**src/sv/crc24fc_pkg.sv**
```systemverilog
// ----------------------------------------------------------------------------
// CRC-24 frame checker package
// Shared widths, register indexes, reset values and the configuration bundle.
// ----------------------------------------------------------------------------
package crc24fc_pkg;

    localparam int CrcWidth  = 24;
    localparam int DataWidth = 8;
    localparam int CfgIdxW   = 8;
    localparam int CfgDataW  = 24;

    localparam logic [CfgIdxW-1:0] CFG_INIT_VALUE = 8'd0;
    localparam logic [CfgIdxW-1:0] CFG_POLY_TAPS  = 8'd1;

    localparam logic [CrcWidth-1:0] INIT_RESET = 24'h777777;
    localparam logic [CrcWidth-1:0] TAPS_RESET = 24'h800463;

    typedef struct packed {
        logic [CrcWidth-1:0] init_value;
        logic [CrcWidth-1:0] poly_taps;
    } cfg_t;

    typedef struct packed {
        logic stg_valid;
        logic advance;
    } core_stat_t;

endpackage

```
**src/sv/crc24fc_core.sv**
```systemverilog
// ----------------------------------------------------------------------------
// CRC-24 frame checker datapath
// Input register, eight-bit division step, remainder and result register.
// ----------------------------------------------------------------------------
module crc24fc_core
(
    input  logic                               clk,
    input  logic                               rst_n,
    input  crc24fc_pkg::cfg_t                  cfg,
    input  logic                               in_valid,
    output logic                               in_ready,
    input  logic [crc24fc_pkg::DataWidth-1:0]  data_byte,
    input  logic                               start_frame,
    output logic                               out_valid,
    input  logic                               out_ready,
    output logic [crc24fc_pkg::CrcWidth-1:0]   crc_value,
    output crc24fc_pkg::core_stat_t            stat
);

    logic                               stg_valid_reg;
    logic [crc24fc_pkg::DataWidth-1:0]  stg_data_reg;
    logic                               stg_start_reg;
    logic                               out_valid_reg;
    logic [crc24fc_pkg::CrcWidth-1:0]   crc_reg;
    logic [crc24fc_pkg::CrcWidth-1:0]   rem_reg;
    logic [crc24fc_pkg::CrcWidth-1:0]   rem_next;
    logic                               advance;
    logic                               accept;

    assign advance  = stg_valid_reg && (!out_valid_reg || out_ready);
    assign in_ready = !stg_valid_reg || advance;
    assign accept   = in_valid && in_ready;

    // Bits enter least significant first; a set bit leaving the top folds in the taps.
    always_comb
    begin
        logic [crc24fc_pkg::CrcWidth-1:0] r;
        logic                             carry;
        r = stg_start_reg ? cfg.init_value : rem_reg;
        for (int i = 0; i < crc24fc_pkg::DataWidth; i++)
        begin
            carry = r[crc24fc_pkg::CrcWidth-1];
            r = {r[crc24fc_pkg::CrcWidth-2:0], stg_data_reg[i]};
            if (carry)
                r = r ^ cfg.poly_taps;
        end
        rem_next = r;
    end

    always_ff @(posedge clk or negedge rst_n)
    begin
        if (!rst_n)
        begin
            stg_valid_reg <= 1'b0;
            out_valid_reg <= 1'b0;
            rem_reg       <= crc24fc_pkg::INIT_RESET;
        end
        else
        begin
            if (accept)
                stg_valid_reg <= 1'b1;
            else if (advance)
                stg_valid_reg <= 1'b0;

            if (advance)
            begin
                out_valid_reg <= 1'b1;
                rem_reg       <= rem_next;
            end
            else if (out_ready)
                out_valid_reg <= 1'b0;
        end
    end

    always_ff @(posedge clk)
    begin
        if (accept)
        begin
            stg_data_reg  <= data_byte;
            stg_start_reg <= start_frame;
        end
        if (advance)
            crc_reg <= rem_next;
    end

    assign out_valid      = out_valid_reg;
    assign crc_value      = crc_reg;
    assign stat.stg_valid = stg_valid_reg;
    assign stat.advance   = advance;

endmodule

```
**config.mk**
```make
export PLATFORM = sky130hd
export DESIGN_NAME = crc24fc_core
export DESIGN_NICKNAME = d
export VERILOG_FILES = /design/src/sv/crc24fc_pkg.sv /design/src/sv/crc24fc_core.sv
export SDC_FILE = /design/constraint.sdc
export NUM_CORES = 1
export LEC_CHECK = 0
export BUFFER_PORTS_ARGS = -buffer_cell sky130_fd_sc_hd__clkbuf_2
export CORE_MARGIN = 2
export CORE_UTILIZATION = 39
export CTS_CLUSTER_DIAMETER = 60
export DETAILED_ROUTE_END_ITERATION = 8
export GPL_ROUTABILITY_DRIVEN = 0
export PLACE_DENSITY_LB_ADDON = 0.12
export SLEW_MARGIN = 20
export SYNTH_ARGS = -nofsm -noshare
export SYNTH_HDL_FRONTEND = slang
export SYNTH_SLANG_ARGS = --single-unit
```
**constraint.sdc**
```tcl
create_clock -name clk -period 6.41 [get_ports clk]
set_clock_uncertainty 0.05 [all_clocks]
set_input_delay 0 -clock clk [delete_from_list [all_inputs] [get_ports clk]]
set_output_delay 0 -clock clk [all_outputs]
set_load 0.01 [all_outputs]
```
==> results.toml <==
[outcome]
status = "complete, no violations"

[synthesis]
ys_seq_area_share_pct = 28.91
yosys.area_share.simple_pct = 23.26
async_reset_ff_share_pct = 44.07
synth_largest_area_cell = "xnor2_1"
synthDistinctLibCells = 53
syn_nets = 790
syn_area_per_cell_um2 = 7.895
synth_xor_area_share_pct = 25.65
yosysWarnings = 0
synthTopCellsByArea = "xnor2_1 (20%), edfxtp_1 (17%), nand2_1 (9.7%), dfstp_2 (8.2%), xor2_1 (4.3%)"
synthAdderAreaFrac_pct = 0
synth_top_family_by_area = "XOR/XNOR gates"
synth-seq-cells = 59
syn_area_um2 = 5756
synth_top_area_share_pct = 19.63
synth_compound_area_share_pct = 15.87
synthMuxAreaShare_pct = 0.1957
post_synth_inst_count = 729
synthFlopType = "edfxtp_1"
synth_edf_count = 33

[sta]
slew_headroom_pct = 31.86
tns_ps = 0
min_period_ps = 4859
finalWorstSetupSlack_ps = 1551
max_freq_mhz = 205.8
max_slew.worst_pin.slew_ps = 1022
rsz0062_at_grt = "false"
min_period_over_period_pct = 75.81
hold_viol_final = 0
setup-violations-final = 0
maxSlewViolCount = 0

[critical_path]
cp_data_required_time_ps = 6450
max_stage_delay_ps = 740
crit_cells = 11
crit_chain = "or3_1 -> nand3b_1 -> and2_1 -> xor2_1 -> o32a_1 -> and3_1 -> nor2_2 -> o211a_1 -> or3_4 -> and4_1 -> or2_2"
rr_worst_depth = 11
critPathKind = "register to register"
path_max_fanout = 48
r2r_start = "stg_start_reg$_DFFE_PP_"
critPathSlowestCell = "edfxtp_1"
r2r_setup_slack_ps = 1550
cpLargestDelayFamily = "simple AND/OR/NAND/NOR gates"
critPathArrivalTime_ps = 4900
path_buf_inv = 0
crit_path_end_kind = "register"
worst_r2r_endpoint = "crc_value[0]$_DFFE_PP_"
cp-start-kind = "register"

[grt]
grt_remaining_overflow = 0
grt_usage_pct = 20.16
met3_usage_pct = 4.193
grt_antenna_before_repair = 0
busiest_layer = "met2"
gr-usage-met1_pct = 26.41
grt_max_degree = 49
grt_pass1_wl_um = 25320
globalRouteMet2Util_pct = 33.96
grt_pass1_vias = 4917

[cts]
cts_tree = "done"
root_buffer = "clkbuf_16"
clock_sinks = 59
clk_latency_ps = 340
cts_made_buffers = 9
cts_setup_buffers = 0
h-tree-depth = 3
cts.repair.resized = 0
clk_pin_slew_worst_paths_ps = 50
clockBufferDepth = 2

[floorplanning]
rows = 44
start_util_pct = 39.75
ios = 89
die_y_um = 125.5
die-area_um2 = 15750
die_w_um = 125.5
core_area_um2 = 14480

[drt]
routedWlPerCell_um = 15.96
first_iter_violations = 255
drc_errors = 0
wl_um = 15420
via_per_inst = 5.344
vias = 5162
drt_pre_antenna_iters = 4
drtAntennaViolNets = 0

[layout]
synthToLayoutAreaGrowth_pct = 14.48
n_fill_cell = 1457
fin_nets = 838
multi_input_comb_area_um2 = 3744
n_antenna_cell = 0
layoutNonFillerInstCount = 966
drive_gt1_share_pct = 17.90
seq_area_um2 = 1664

[place]
hpwl_um = 10470
port_buffers = 88
place_ws_ps = 1593
dp_cells = 936

[run]
max_cap_violations = 0

[min_path]
holdPathStages = 3
min_to = "rem_reg[6]$_DFFE_PN1P_"
hold_path_startpoint = "cfg[6]"
min_path_type = "input port to register"
[through the flow]
stage | util [%] | area, µm² | hold WS, ps
final | 45.51 | 6589 | 8.997
after global routing | 45.51 | 6589 | 50.36
after CTS | 45.51 | 6589 | 0.06281
after detailed placement | 42.50 | 6153 | 74.31
after global placement | 42.50 | 6153 | 68.85
after floorplan | - | 5756 | -345.6
[layout by cell type (no fill, tap or decap), drive strengths merged, types with 7 or more instances in the layout]
master / count
xnor2: 129
nor2: 24
o21ai: 33
nand2: 149
nand3: 33
edfxtp: 33
o31ai: 19
dfstp: 18
a31oi: 23
nand2b: 7
o22ai: 7
clkbuf: 99
and4: 20
and3: 19
buf: 8
dlygate4sd3: 14
a21oi: 45
nor3: 17
xor2: 30
dfrtp: 8
[per-layer routing]
metal / share of wire [%] / wire [µm]
met4: 1.0 / 160
met2: 47 / 7299
met5: 0 / 0
met1: 46 / 7150
met3: 5.2 / 808
[area by class of cell]
type	instances	share of cell area, %
well taps	184	3.494
flip-flops and latches	59	25.26
inverters	4	0.2279
repair buffers	110	9.723
clock inverters	5	0.7976
multi-input cells	593	56.82
clock buffers	11	3.684
[cells by family (layout without fill, tap and decap cells)]
logic type | Yosys count | in the layout
compound gates | 147 | 147
xor+xnor | 162 | 162
flops | 59 | 59
mux | 1 | 1
buf+inv | 77 | 130
simple gates | 283 | 283
[timing repair]
item                                   CTS  global route
endpoints found under the hold margin   20             0
setup endpoints to repair                0             0
hold buffers                            14             0
[worst max path at each step]
stage          slack [ps]                    start                       to
3_3_place_gp         1750  stg_start_reg$_DFFE_PP_  rem_reg[23]$_DFFE_PN0P_
3_5_place_dp         1590  stg_start_reg$_DFFE_PP_   crc_value[0]$_DFFE_PP_
6_report             1550  stg_start_reg$_DFFE_PP_   crc_value[0]$_DFFE_PP_
5_1_grt              1230  rem_reg[23]$_DFFE_PN0P_   crc_value[0]$_DFFE_PP_
2_1_floorplan        2700  rem_reg[23]$_DFFE_PN0P_   crc_value[0]$_DFFE_PP_
4_1_cts              1570  stg_start_reg$_DFFE_PP_   crc_value[0]$_DFFE_PP_
[synth_stat cells (2+ instances only)]
cell type and n:
a21o_1 3, a21oi_1 43, a31o_1 3, a31oi_1 23
and2_1 3, and3_1 19, and4_1 20, buf_1 2
buf_2 11, buf_4 5, buf_6 4, clkbuf_1 51
dfrtp_1 8, dfstp_2 18, edfxtp_1 33, inv_1 3
nand2_1 149, nand2b_1 7, nand3_1 33, nand3b_1 2
nand4_1 3, nor2_1 23, nor3_1 17, o211a_1 3
o211ai_1 2, o21ai_0 31, o21ai_1 2, o22ai_1 7
o31ai_1 19, or2_2 2, xnor2_1 129, xnor3_1 2
xor2_1 28, xor2_2 2
[worst min-delay path: cells and delay by family]
kind                   cells  cell delay (ps)
AOI/OAI and AO/OA          1               90
buffers and inverters      1              170
and+or+nand+nor            1              130
Power is left out: the tool's default activity adds up to more than one toggle a clock period on the data nets, which glitch-free logic cannot reach.
